<file path="src/rtl/oaht_pkg.sv">
// ----------------------------------------------------------------------------
// oaht_pkg: shared types and constants
// Slot count, field widths, slot and operation codes, and the memory control
// word used by the open addressing hash table.
// ----------------------------------------------------------------------------
`timescale 1ns / 1ps
`default_nettype none

package oaht_pkg;

  // Table geometry (slot count must be a power of two, 8 to 65536)
  localparam int SLOTS    = 1024;
  localparam int IDX_W    = $clog2(SLOTS);
  localparam int CNT_W    = IDX_W + 1;

  // Word field widths
  localparam int OP_W     = 2;
  localparam int KEY_W    = 32;
  localparam int HASH_W   = 32;
  localparam int VAL_W    = 64;
  localparam int STATUS_W = 2;
  localparam int LIMIT_W  = 10;

  localparam logic [LIMIT_W-1:0] LOAD_LIMIT_RST = LIMIT_W'(768);

  typedef logic [IDX_W-1:0] idx_t;

  typedef enum logic [OP_W-1:0] {
    OP_GET = 2'd0,
    OP_SET = 2'd1,
    OP_DEL = 2'd2
  } op_t;

  typedef enum logic [STATUS_W-1:0] {
    ST_OK      = 2'd0,
    ST_MISSING = 2'd1,
    ST_FULL    = 2'd2
  } status_t;

  typedef enum logic [1:0] {
    KIND_EMPTY = 2'd0,
    KIND_TOMB  = 2'd1,
    KIND_LIVE  = 2'd2
  } kind_t;

  // One entry of the slot memory: kind and key side by side
  typedef struct packed {
    kind_t             kind;
    logic [KEY_W-1:0]  key;
  } slot_ent_t;

  // Write and read control for the slot and value memories
  typedef struct packed {
    logic kind_we;
    logic val_we;
    idx_t wr_addr;
    idx_t rd_addr;
  } mem_ctl_t;

endpackage

`default_nettype wire

</file>
<file path="src/rtl/oaht_if.sv">
// ----------------------------------------------------------------------------
// oaht_if: request and response channels
// Valid/ready channels carrying one request word and one response word.
// ----------------------------------------------------------------------------
`timescale 1ns / 1ps
`default_nettype none

interface oaht_req_if import oaht_pkg::*; ();
  logic                valid;
  logic                ready;
  logic [OP_W-1:0]     operation;
  logic [KEY_W-1:0]    key;
  logic [HASH_W-1:0]   key_hash;
  logic [VAL_W-1:0]    new_value;

  modport source (output valid, operation, key, key_hash, new_value, input ready);
  modport sink   (input valid, operation, key, key_hash, new_value, output ready);
endinterface

interface oaht_rsp_if import oaht_pkg::*; ();
  logic                valid;
  logic                ready;
  logic [STATUS_W-1:0] status;
  logic                was_new_key;
  logic [VAL_W-1:0]    found_value;

  modport source (output valid, status, was_new_key, found_value, input ready);
  modport sink   (input valid, status, was_new_key, found_value, output ready);
endinterface

`default_nettype wire

</file>
<file path="src/rtl/oaht_probe_ctrl.sv">
// ----------------------------------------------------------------------------
// oaht_probe_ctrl: probe sequencer
// Clears the slot memory after reset, walks the probe chain one slot per
// cycle, applies the update and holds the response word.
// ----------------------------------------------------------------------------
`timescale 1ns / 1ps
`default_nettype none

module oaht_probe_ctrl import oaht_pkg::*; (
  input  wire logic               clk,
  input  wire logic               rst_n,
  oaht_req_if.sink                in_req,
  oaht_rsp_if.source              out_rsp,
  input  wire logic [LIMIT_W-1:0] load_limit,
  output mem_ctl_t                mctl,
  output slot_ent_t               kind_wdata,
  output logic [VAL_W-1:0]        val_wdata,
  input  wire slot_ent_t          kind_rdata,
  input  wire logic [VAL_W-1:0]   val_rdata
);

  localparam int CMP_W = (CNT_W > LIMIT_W) ? CNT_W : LIMIT_W;

  typedef enum logic [1:0] {
    S_CLEAR,
    S_IDLE,
    S_PROBE,
    S_RESP
  } state_t;

  state_t             st_r, st_nxt;
  idx_t               idx_r, idx_nxt;
  idx_t               n_r, n_nxt;
  logic               has_tomb_r, has_tomb_nxt;
  idx_t               tomb_r, tomb_nxt;
  logic [CNT_W-1:0]   occ_cnt_r, occ_cnt_nxt;
  logic [OP_W-1:0]    op_r, op_nxt;
  logic [KEY_W-1:0]   key_r, key_nxt;
  logic [VAL_W-1:0]   val_r, val_nxt;
  status_t            res_status_r, res_status_nxt;
  logic               res_new_r, res_new_nxt;
  logic [VAL_W-1:0]   res_found_r, res_found_nxt;
  logic               out_valid_r, out_valid_nxt;
  status_t            out_status_r, out_status_nxt;
  logic               out_new_r, out_new_nxt;
  logic [VAL_W-1:0]   out_found_r, out_found_nxt;

  logic               is_empty, is_hit, is_tomb, is_last, done;
  logic               tomb_seen, room;
  idx_t               tomb_at;

  // Classify the slot just read
  always_comb begin
    is_empty  = (kind_rdata.kind == KIND_EMPTY);
    is_hit    = (kind_rdata.kind == KIND_LIVE) && (kind_rdata.key == key_r);
    is_tomb   = !is_empty && (kind_rdata.kind != KIND_LIVE);
    is_last   = (n_r == IDX_W'(SLOTS - 1));
    done      = is_empty || is_hit || is_last;
    tomb_seen = has_tomb_r || is_tomb;
    tomb_at   = has_tomb_r ? tomb_r : idx_r;
    room      = CMP_W'(occ_cnt_r) < CMP_W'(load_limit);
  end

  // Next state, memory control and result
  always_comb begin
    st_nxt         = st_r;
    idx_nxt        = idx_r;
    n_nxt          = n_r;
    has_tomb_nxt   = has_tomb_r;
    tomb_nxt       = tomb_r;
    occ_cnt_nxt    = occ_cnt_r;
    op_nxt         = op_r;
    key_nxt        = key_r;
    val_nxt        = val_r;
    res_status_nxt = res_status_r;
    res_new_nxt    = res_new_r;
    res_found_nxt  = res_found_r;
    out_valid_nxt  = out_valid_r && !out_rsp.ready;
    out_status_nxt = out_status_r;
    out_new_nxt    = out_new_r;
    out_found_nxt  = out_found_r;

    mctl.kind_we    = 1'b0;
    mctl.val_we     = 1'b0;
    mctl.wr_addr    = idx_r;
    mctl.rd_addr    = idx_r + IDX_W'(1);
    kind_wdata.kind = KIND_LIVE;
    kind_wdata.key  = key_r;
    val_wdata       = val_r;

    case (st_r)
      // Sweep every slot to empty
      S_CLEAR: begin
        mctl.kind_we    = 1'b1;
        kind_wdata.kind = KIND_EMPTY;
        kind_wdata.key  = '0;
        idx_nxt         = idx_r + IDX_W'(1);
        if (&idx_r) begin
          st_nxt = S_IDLE;
        end
      end

      // Take a request word and start reading its home slot
      S_IDLE: begin
        mctl.rd_addr = in_req.key_hash[IDX_W-1:0];
        if (in_req.valid) begin
          op_nxt       = in_req.operation;
          key_nxt      = in_req.key;
          val_nxt      = in_req.new_value;
          idx_nxt      = in_req.key_hash[IDX_W-1:0];
          n_nxt        = '0;
          has_tomb_nxt = 1'b0;
          if (in_req.operation == OP_GET || in_req.operation == OP_SET ||
              in_req.operation == OP_DEL) begin
            st_nxt = S_PROBE;
          end else begin
            res_status_nxt = ST_MISSING;
            res_new_nxt    = 1'b0;
            res_found_nxt  = '0;
            st_nxt         = S_RESP;
          end
        end
      end

      // Inspect one slot per cycle; update memory when the chain ends
      S_PROBE: begin
        if (!done) begin
          idx_nxt      = idx_r + IDX_W'(1);
          n_nxt        = n_r + IDX_W'(1);
          has_tomb_nxt = tomb_seen;
          tomb_nxt     = tomb_at;
        end else begin
          st_nxt         = S_RESP;
          res_status_nxt = ST_MISSING;
          res_new_nxt    = 1'b0;
          res_found_nxt  = '0;
          case (op_r)
            OP_GET: begin
              if (is_hit) begin
                res_status_nxt = ST_OK;
                res_found_nxt  = val_rdata;
              end
            end
            OP_SET: begin
              if (is_hit) begin
                mctl.val_we    = 1'b1;
                res_status_nxt = ST_OK;
              end else if (tomb_seen) begin
                mctl.kind_we   = 1'b1;
                mctl.val_we    = 1'b1;
                mctl.wr_addr   = tomb_at;
                res_status_nxt = ST_OK;
                res_new_nxt    = 1'b1;
              end else if (is_empty && room) begin
                mctl.kind_we   = 1'b1;
                mctl.val_we    = 1'b1;
                occ_cnt_nxt    = occ_cnt_r + CNT_W'(1);
                res_status_nxt = ST_OK;
                res_new_nxt    = 1'b1;
              end else begin
                res_status_nxt = ST_FULL;
              end
            end
            OP_DEL: begin
              if (is_hit) begin
                mctl.kind_we    = 1'b1;
                kind_wdata.kind = KIND_TOMB;
                res_status_nxt  = ST_OK;
              end
            end
            default: begin
              res_status_nxt = ST_MISSING;
            end
          endcase
        end
      end

      // Hand the result to the output register once it is free
      S_RESP: begin
        if (!out_valid_r || out_rsp.ready) begin
          out_valid_nxt  = 1'b1;
          out_status_nxt = res_status_r;
          out_new_nxt    = res_new_r;
          out_found_nxt  = res_found_r;
          st_nxt         = S_IDLE;
        end
      end

      default: begin
        st_nxt = S_IDLE;
      end
    endcase
  end

  // State and registered outputs
  always_ff @(posedge clk) begin
    n_r          <= n_nxt;
    tomb_r       <= tomb_nxt;
    op_r         <= op_nxt;
    key_r        <= key_nxt;
    val_r        <= val_nxt;
    res_status_r <= res_status_nxt;
    res_new_r    <= res_new_nxt;
    res_found_r  <= res_found_nxt;
    out_status_r <= out_status_nxt;
    out_new_r    <= out_new_nxt;
    out_found_r  <= out_found_nxt;
    if (!rst_n) begin
      st_r        <= S_CLEAR;
      idx_r       <= '0;
      has_tomb_r  <= 1'b0;
      occ_cnt_r   <= '0;
      out_valid_r <= 1'b0;
    end else begin
      st_r        <= st_nxt;
      idx_r       <= idx_nxt;
      has_tomb_r  <= has_tomb_nxt;
      occ_cnt_r   <= occ_cnt_nxt;
      out_valid_r <= out_valid_nxt;
    end
  end

  assign in_req.ready        = (st_r == S_IDLE);
  assign out_rsp.valid       = out_valid_r;
  assign out_rsp.status      = out_status_r;
  assign out_rsp.was_new_key = out_new_r;
  assign out_rsp.found_value = out_found_r;

  // The count only moves by one, on a slot write at the end of a probe
  a_cnt_step: assert property (@(posedge clk) disable iff (!rst_n)
    !$stable(occ_cnt_r) |-> ($past(mctl.kind_we) && ($past(st_r) == S_PROBE) &&
                             (occ_cnt_r == $past(occ_cnt_r) + CNT_W'(1))))
    else $error("occupied count moved outside a fresh-slot set");

  // An accepted word always starts a probe or goes straight to response
  a_accept: assert property (@(posedge clk) disable iff (!rst_n)
    (in_req.valid && in_req.ready) |=> (st_r == S_PROBE || st_r == S_RESP))
    else $error("accepted word did not start processing");

  // Value writes come only from a set that finishes its probe
  a_val_wr: assert property (@(posedge clk) disable iff (!rst_n)
    mctl.val_we |-> (st_r == S_PROBE && op_r == OP_SET && done))
    else $error("value memory written outside a set");

  // A new response word is only loaded from the response state
  a_out_load: assert property (@(posedge clk) disable iff (!rst_n)
    $rose(out_valid_r) |-> ($past(st_r) == S_RESP))
    else $error("response word raised without a finished request");

endmodule

`default_nettype wire

</file>
<file path="src/flat_wrapper.sv">
// flat-port wrapper written by rule: the top's interface ports become plain ports
module oaht_probe_ctrl_flat import oaht_pkg::*;
  (clk, rst_n, load_limit, mctl, kind_wdata, val_wdata, kind_rdata, val_rdata, in_req_valid, in_req_operation, in_req_key, in_req_key_hash, in_req_new_value, in_req_ready, out_rsp_valid, out_rsp_status, out_rsp_was_new_key, out_rsp_found_value, out_rsp_ready);
  oaht_req_if in_req_i ();
  oaht_rsp_if out_rsp_i ();
  input  wire logic clk;
  input  wire logic rst_n;
  input  wire logic [LIMIT_W-1:0] load_limit;
  output mem_ctl_t mctl;
  output slot_ent_t kind_wdata;
  output logic [VAL_W-1:0] val_wdata;
  input  wire slot_ent_t kind_rdata;
  input  wire logic [VAL_W-1:0] val_rdata;
  input wire logic [$bits(in_req_i.valid)-1:0] in_req_valid;
  input wire logic [$bits(in_req_i.operation)-1:0] in_req_operation;
  input wire logic [$bits(in_req_i.key)-1:0] in_req_key;
  input wire logic [$bits(in_req_i.key_hash)-1:0] in_req_key_hash;
  input wire logic [$bits(in_req_i.new_value)-1:0] in_req_new_value;
  output wire logic [$bits(in_req_i.ready)-1:0] in_req_ready;
  output wire logic [$bits(out_rsp_i.valid)-1:0] out_rsp_valid;
  output wire logic [$bits(out_rsp_i.status)-1:0] out_rsp_status;
  output wire logic [$bits(out_rsp_i.was_new_key)-1:0] out_rsp_was_new_key;
  output wire logic [$bits(out_rsp_i.found_value)-1:0] out_rsp_found_value;
  input wire logic [$bits(out_rsp_i.ready)-1:0] out_rsp_ready;
  assign in_req_i.valid = in_req_valid;
  assign in_req_i.operation = in_req_operation;
  assign in_req_i.key = in_req_key;
  assign in_req_i.key_hash = in_req_key_hash;
  assign in_req_i.new_value = in_req_new_value;
  assign in_req_ready = in_req_i.ready;
  assign out_rsp_valid = out_rsp_i.valid;
  assign out_rsp_status = out_rsp_i.status;
  assign out_rsp_was_new_key = out_rsp_i.was_new_key;
  assign out_rsp_found_value = out_rsp_i.found_value;
  assign out_rsp_i.ready = out_rsp_ready;
  oaht_probe_ctrl u_core (.clk(clk), .rst_n(rst_n), .in_req(in_req_i), .out_rsp(out_rsp_i), .load_limit(load_limit), .mctl(mctl), .kind_wdata(kind_wdata), .val_wdata(val_wdata), .kind_rdata(kind_rdata), .val_rdata(val_rdata));
endmodule
</file>
<file path="config.mk">
export PLATFORM = sky130hd
export DESIGN_NAME = oaht_probe_ctrl_flat
export DESIGN_NICKNAME = d
export VERILOG_FILES = /design/src/rtl/oaht_pkg.sv /design/src/rtl/oaht_if.sv /design/src/rtl/oaht_probe_ctrl.sv /design/src/flat_wrapper.sv
export SDC_FILE = /design/constraint.sdc
export NUM_CORES = 1
export LEC_CHECK = 0
export BUFFER_PORTS_ARGS = -buffer_cell sky130_fd_sc_hd__buf_2
export CORE_AREA = 2 2 166 168
export CTS_CLUSTER_DIAMETER = 40
export DETAILED_ROUTE_END_ITERATION = 10
export DIE_AREA = 0 0 168 170
export GPL_ROUTABILITY_DRIVEN = 0
export GPL_TIMING_DRIVEN = 0
export HOLD_SLACK_MARGIN = 0.02
export PLACE_DENSITY = 0.7
export SYNTH_ARGS = -nofsm -noshare
export SYNTH_HDL_FRONTEND = slang
export SYNTH_SLANG_ARGS = --single-unit
</file>
<file path="constraint.sdc">
create_clock -name clk -period 5.86 [get_ports clk]
set_input_delay 1.172 -clock clk [delete_from_list [all_inputs] [get_ports clk]]
set_output_delay 1.172 -clock clk [all_outputs]
set_load 0.05 [all_outputs]
</file>
==> summary.txt, run 1 <==
Run status
  • Outcome: complete, no violations

Floorplanning
  • Row count: 60
  • Die Footprint: 28600 um2
  • Die H: 170 um
  • Initial core utilization: 40.9%
  • Die X: 168 um
  • I/O pins: 431
  • CORE AREA: 26700 um2

Clock tree
  • CTS buffer count: 39
  • CTS tree: yes
  • Post_cts resized: 0
  • Post-CTS Hold Buffers: 0
  • Total setup buffers inserted after CTS: 0
  • Worst-skew pair later-pin latency: 0.51 ns
  • Clk sinks: 277
  • H-tree Lvls: 2
  • Clock root buffer: clkbuf_16
  • Clk slew on worst S/H paths: 0.06 ns
  • CTS Buffer Depth: 3

Detailed routing
  • Vias: 7499
  • DR iter-0 viols: 584
  • Post-DR wirelength/cell: 18.4 um
  • TritonRoute pass-1 iters: 4
  • DRC: 0
  • Via density: 4.85
  • Post-route ant nets: 0
  • Total wire length: 28500 um

Placement
  • Placed Instances: 1471
  • Number of I/O port buffers: 408
  • Detailed placement HPWL: 21600 um

GRT
  • Initial antenna violation count: 6
  • Global-route wire length before repair: 41500 um
  • Pin count of the biggest net entering global routing: 76
  • GRT Total Usage: 19.2%
  • Number of global-route vias before repair: 7415
  • Total gr overflow: 0

Final layout
  • Multi-input gate area: 2680 um2
  • Fill count: 2162
  • Most common cell after layout, fill and taps aside: buf_2
  • Most frequent cells in the layout: buf_2, edfxtp_1, and2_1
  • Non-filler instance count after layout: 1547
  • Layout Nets: 1433
  • Area added between synthesis and finish: 36.8%
  • Share of layout cells above drive strength 1: 42.2%
  • FF+latch area: 8070 um2

Timing
  • Max Fclk: 200 MHz
  • RSZ-0062 raised after global routing: no
  • Setup-failing EPs final: 0
  • Fin crit share: 85.5%
  • Slew Viols, Final: 0
  • Clock skew: 0.0143 ns
  • Worst hold slack: 0.416 ns
  • Least-Margin Pin Slew: 0.869 ns
  • Relative slew slack: 41.9%
  • Final worst path period need: 5.01 ns
  • Final Hold Vio Count: 0

Synth
  • Flop and latch count out of synthesis: 277
  • Syn. warnings: 0
  • Post-Syn Nets: 979
  • Avg Cell Area, Syn: 15.2 um2
  • Cells after Synth: 717
  • Fraction of the yosys area taken by sequential cells: 73.9%
  • Mapped Area: 10900 um2
  • Distinct cells, synth: 42

Setup path
  • Worst Path Max Fanout: 10
  • Setup crit end kind: output pin
  • CP startpoint kind: input pin
  • WP data required: 4.69 ns
  • Critical Path AT: 3.84 ns
  • Worst Setup Path Type: input pin to output pin

Power
  • Maximum VDD drop: 257 uV
  • Power Density: 318 nW/um2
  • Leak: 0.00652 uW
  • Pwr Total: 4750 uW

Worst hold path
  • Hold crit path type: register to register

Run
  • Max Cap Violations: 0
==> layer usage <==
layer	GRT usage, %	routed length (um)	up-vias
met5	0	0	-
met4	9.68	1240	0
met3	5.47	2530	77
met2	32.4	13900	379
met1	22.7	10800	3480
li1	-	-	3563
==> worst paths after layout <==
path	start	endpoint	slack, ns	cells after the start
worst max-delay path	kind_rdata[17]	mctl[18]	0.85	9
worst min-delay path	u_core.res_found_r[60]$_SDFFCE_PN0P_	u_core.out_rsp.found_value[60]$_DFFE_PP_	0.42	0
worst max register to register	u_core.key_r[14]$_DFFE_PP_	u_core.res_found_r[30]$_SDFFCE_PN0P_	2.80	9
worst min register to register	u_core.res_found_r[60]$_SDFFCE_PN0P_	u_core.out_rsp.found_value[60]$_DFFE_PP_	0.42	0
==> layout make-up <==
class | count | area share (%)
diodes | 5 | 0.0838
plain buffers | 23 | 0.704
clock buffers | 42 | 6.76
clock inverters | 29 | 2.64
inverters | 19 | 0.478
multi-input cells | 398 | 18.0
flip-flops and latches | 277 | 54.0
well taps | 341 | 2.86
repair buffers | 413 | 14.5
==> cells in the mapped netlist, drive strengths merged <==
library cell,number,share of area [%]
a21o,2,0.14
a21oi,22,1.0
a311oi,1,0.080
a31oi,3,0.17
a32o,1,0.092
a41oi,1,0.15
and2,67,3.8
and3,8,0.50
and4,1,0.080
buf,10,0.52
clkbuf,13,0.45
dfxtp,25,4.6
edfxtp,252,69
ha,20,2.3
inv,19,0.65
mux2,21,2.2
mux2i,4,0.37
nand2,35,1.2
nand2b,1,0.057
nand3,21,0.96
nand4,8,0.46
nand4b,1,0.080
nor2,26,0.92
nor2b,35,2.0
nor3,6,0.28
nor3b,1,0.069
nor4,18,1.1
o21a,2,0.14
o21ai,29,1.3
o221a,1,0.10
o2bb2ai,1,0.080
o31ai,2,0.14
or3,10,0.62
xnor2,7,0.56
xor2,43,3.5
==> report_power, final <==
part | total (uW) | internal (uW) | switching (uW)
registers | 2140 | 2140 | 2.74
logic | 138 | 69.3 | 68.6
clock network | 2470 | 1580 | 887
total | 4750 | 3790 | 959
==> metrics by stage <==
step / TNS [ns] / area, um2 / utilization, % / setup slack, ns
2_1_floorplan: 0 / 10900 / - / 0.0989
3_3_place_gp: -135.27 / 13400 / 50.2 / -1.76
3_5_place_dp: 0 / 13500 / 50.7 / 0.856
4_1_cts: 0 / 14900 / 56.0 / 0.831
5_1_grt: 0 / 14900 / 56.0 / 0.756
6_report: 0 / 14900 / 56.0 / 0.852
==> kinds of logic (layout without fill, tap and decap cells) <==
| group | count (synthesis) | after routing | synth area share [%] |
|---|---|---|---|
| AOI/OAI and AO/OA | 65 | 65 | 3.43 |
| xor gates and xnor gates | 50 | 50 | 4.01 |
| adders and majority gates | 20 | 20 | 2.29 |
| buffers and inverters | 42 | 526 | 1.62 |
| DFF | 277 | 277 | 73.9 |
| muxes | 25 | 25 | 2.53 |
| other | 0 | 5 | 0 |
| and+or+nand+nor | 238 | 238 | 12.2 |
==> critical path: stages <==
cell	delay (ns)
buf_2	0.11
xor2_1	0.18
nor4_1	0.44
nand4_1	0.26
nor4_1	0.70
nor3_1	0.15
buf_2	0.24
mux2_1	0.36
buf_2	0.22
==> registers in the layout, summed over array words and instances (netlist names), 10 cells and up <==
| register | flops |
|---|---|
| u_core.idx_r | 10 |
| u_core.key_r | 32 |
| u_core.n_r | 10 |
| u_core.occ_cnt_r | 11 |
| u_core.out_rsp.found_value | 64 |
| u_core.res_found_r | 64 |
| u_core.tomb_r | 10 |
| u_core.val_wdata | 64 |
No activity file was read; power rests on OpenSTA's default activity.
==> run 2: changes to the inputs <==
- CORE_AREA: 2 2 166 168 -> not set
- CORE_ASPECT_RATIO: not set -> 0.5
- CORE_MARGIN: not set -> 2
- CORE_UTILIZATION: not set -> 44
- DIE_AREA: 0 0 168 170 -> not set
- PLACE_DENSITY: 0.7 -> 0.74
==> run 2 against run 1 <==
Sequential share of layout area rose by 1.9 points. Worst setup slack improved by 0.20 ns. Fmax rose by 4.2%. Hold slack improved by 0.00069 ns. Critical endpoint is now mctl[13].
==> summary.txt, run 2 (synthesized netlist as in run 1, its figures left out) <==
Timing
  • Max Fclk: 208 MHz (+4.2%)
  • RSZ-0062 raised after global routing: no
  • Relative slew slack: 41.7% (-0.22 points)
  • Worst hold slack: 0.417 ns (+0.000693 ns)
  • Final Hold Vio Count: 0 (unchanged)
  • Clock skew: 0.0193 ns (+0.00496 ns)
  • Setup-failing EPs final: 0 (unchanged)
  • Final worst path period need: 4.80 ns (-0.204 ns)
  • Fin crit share: 82.0% (-3.5 points)
  • Final setup TNS: 0 ns (unchanged)
  • Slew Viols, Final: 0 (unchanged)
  • Least-Margin Pin Slew: 0.872 ns (+0.00335 ns)

Floorplanning
  • Die H: 115 um (-32%)
  • CORE AREA: 24200 um2 (-9.3%)
  • I/O pins: 431 (unchanged)
  • Row count: 40 (-33%)
  • Die X: 227 um (+35%)
  • Initial core utilization: 45.1% (+4.2 points)
  • Die Footprint: 26100 um2 (-8.4%)

Clock tree
  • CTS tree: yes
  • CTS buffer count: 28 (-28%)
  • Total setup buffers inserted after CTS: 0 (unchanged)
  • H-tree Lvls: 1 (-1)
  • CTS Buffer Depth: 3 (unchanged)
  • Clk slew on worst S/H paths: 0.06 ns (about the same)
  • Clk sinks: 277 (unchanged)
  • Post_cts resized: 0 (unchanged)
  • Clock root buffer: clkbuf_16
  • Worst-skew pair later-pin latency: 0.55 ns (+0.04 ns)
  • Post-CTS Hold Buffers: 0 (unchanged)

Setup path
  • Worst Path Max Fanout: 10 (unchanged)
  • WP data required: 4.69 ns (about the same)
  • Delay-heaviest family, CP: simple AND/OR/NAND/NOR gates
  • Worst Setup Path Type: input pin to output pin
  • CP max-delay cell: nor4_1
  • Setup crit end kind: output pin
  • Most frequent CP cell: buf_2
  • CP bufs+invs: 3 (unchanged)
  • Critical Path AT: 3.63 ns (-0.21 ns)
  • Crit path cell chain: buf_2 -> xor2_1 -> nor4_1 -> nand4_1 -> nor4_1 -> nor3_1 -> buf_2 -> mux2_1 -> buf_2
  • Max incr delay on CP: 0.72 ns (+0.02 ns)
  • CP startpoint kind: input pin

Final layout
  • Fin util: 59.7% (+3.6 points)
  • Fill count: 1889 (-13%)
  • Non-filler instance count after layout: 1518 (-1.9%)
  • Area added between synthesis and finish: 32.2%
  • Most frequent cells in the layout: buf_2, edfxtp_1, and2_1
  • Most common cell after layout, fill and taps aside: buf_2
  • Layout Nets: 1422 (-0.77%)
  • Antenna cells: 0 (-5)
  • Share of layout cells above drive strength 1: 41.0% (-1.2 points)

GRT
  • GRT Total Usage: 20.1% (+0.89 points)
  • Number of global-route vias before repair: 7468 (+0.71%)
  • Initial antenna violation count: 1 (-5)
  • Global-route wire length before repair: 40100 um (-3.5%)
  • Total gr overflow: 0 (unchanged)
  • Pin count of the biggest net entering global routing: 68 (-11%)

Detailed routing
  • Post-DR wirelength/cell: 18.2 um (-1.1%)
  • DR iter-0 viols: 510 (-13%)
  • Via density: 4.89 (+0.92%)
  • DRC: 0 (unchanged)
  • Total wire length: 27600 um (-3.0%)
  • Vias: 7426 (-0.97%)
  • TritonRoute pass-1 iters: 5 (+1)
  • Post-route ant nets: 0 (unchanged)

Worst hold path
  • Hold crit path type: register to register

Run
  • Max Cap Violations: 0 (unchanged)

Placement
  • Placed Instances: 1466 (-0.34%)
  • Detailed placement HPWL: 20700 um (-4.0%)
  • Number of I/O port buffers: 408 (unchanged)

Run status
  • Outcome: complete, no violations

Power
  • Leak: 0.00629 uW (-3.5%)
  • Power Density: 282 nW/um2 (-11%)
  • Maximum VDD drop: 208 uV (-19%)
  • Pwr Total: 4070 uW (-14%)
-- run 2: power by group --
part	internal [uW]	total (uW)	leakage [uW]	switching [uW]
registers	2130	2140	0.00280	2.41
logic	69.3	138	0.00303	68.3
clock network	1010	1790	0.000455	778
-- run 2: stage by stage --
step / setup slack, ns / instance area (um2)
floorplan: 0.0989 / 10900
global route: 0.894 / 14400
detailed placement: 1.05 / 13500
CTS: 1.05 / 14400
global placement: -1.51 / 13400
finish: 1.06 / 14400
-- run 2: worst reg2reg max path, stage by stage, from the launching register on --
cell and delay (ns):
edfxtp_1 0.42, xor2_1 0.21, nor4_1 0.35, nand4_1 0.26, or3_4 0.48, and3_4 0.20, buf_6 0.16, nor2_4 0.13
buf_12 0.22, buf_12 0.26
-- run 2: layout make-up --
cell class                      instances  area (um2)  share of cell area (%)
Clock inverter                         17         174                    1.21
Timing Repair Buffer                  413        2150                    14.9
Sequential cell                       277        8070                    55.9
Clock buffer                           35         748                    5.19
Tap cell                              336         420                    2.92
Buffer                                 23         105                   0.729
Inverter                               19        71.3                   0.495
Multi-Input combinational cell        398        2680                    18.6
-- run 2: layer usage --
layer	share of wire, %	up-vias	global-route usage, %
met4	3.3	2	7.28
li1	-	3520	-
met5	0.025	-	0
met1	40	3571	25.2
met3	5.9	65	4.88
met2	50	268	34.5
-- run 2: path summary, 6_finish.rpt --
kind                                                           start                                   end  slack [ns]  cells after the start
worst min register to register  u_core.res_status_r[1]$_SDFFCE_PN0P_    u_core.out_rsp.status[1]$_DFFE_PP_        0.42                      0
worst min-delay path            u_core.res_status_r[1]$_SDFFCE_PN0P_    u_core.out_rsp.status[1]$_DFFE_PP_        0.42                      0
worst max-delay path                                  kind_rdata[17]                              mctl[13]        1.06                      9
worst max register to register            u_core.key_r[18]$_DFFE_PP_  u_core.res_found_r[61]$_SDFFCE_PN0P_        2.85                      9
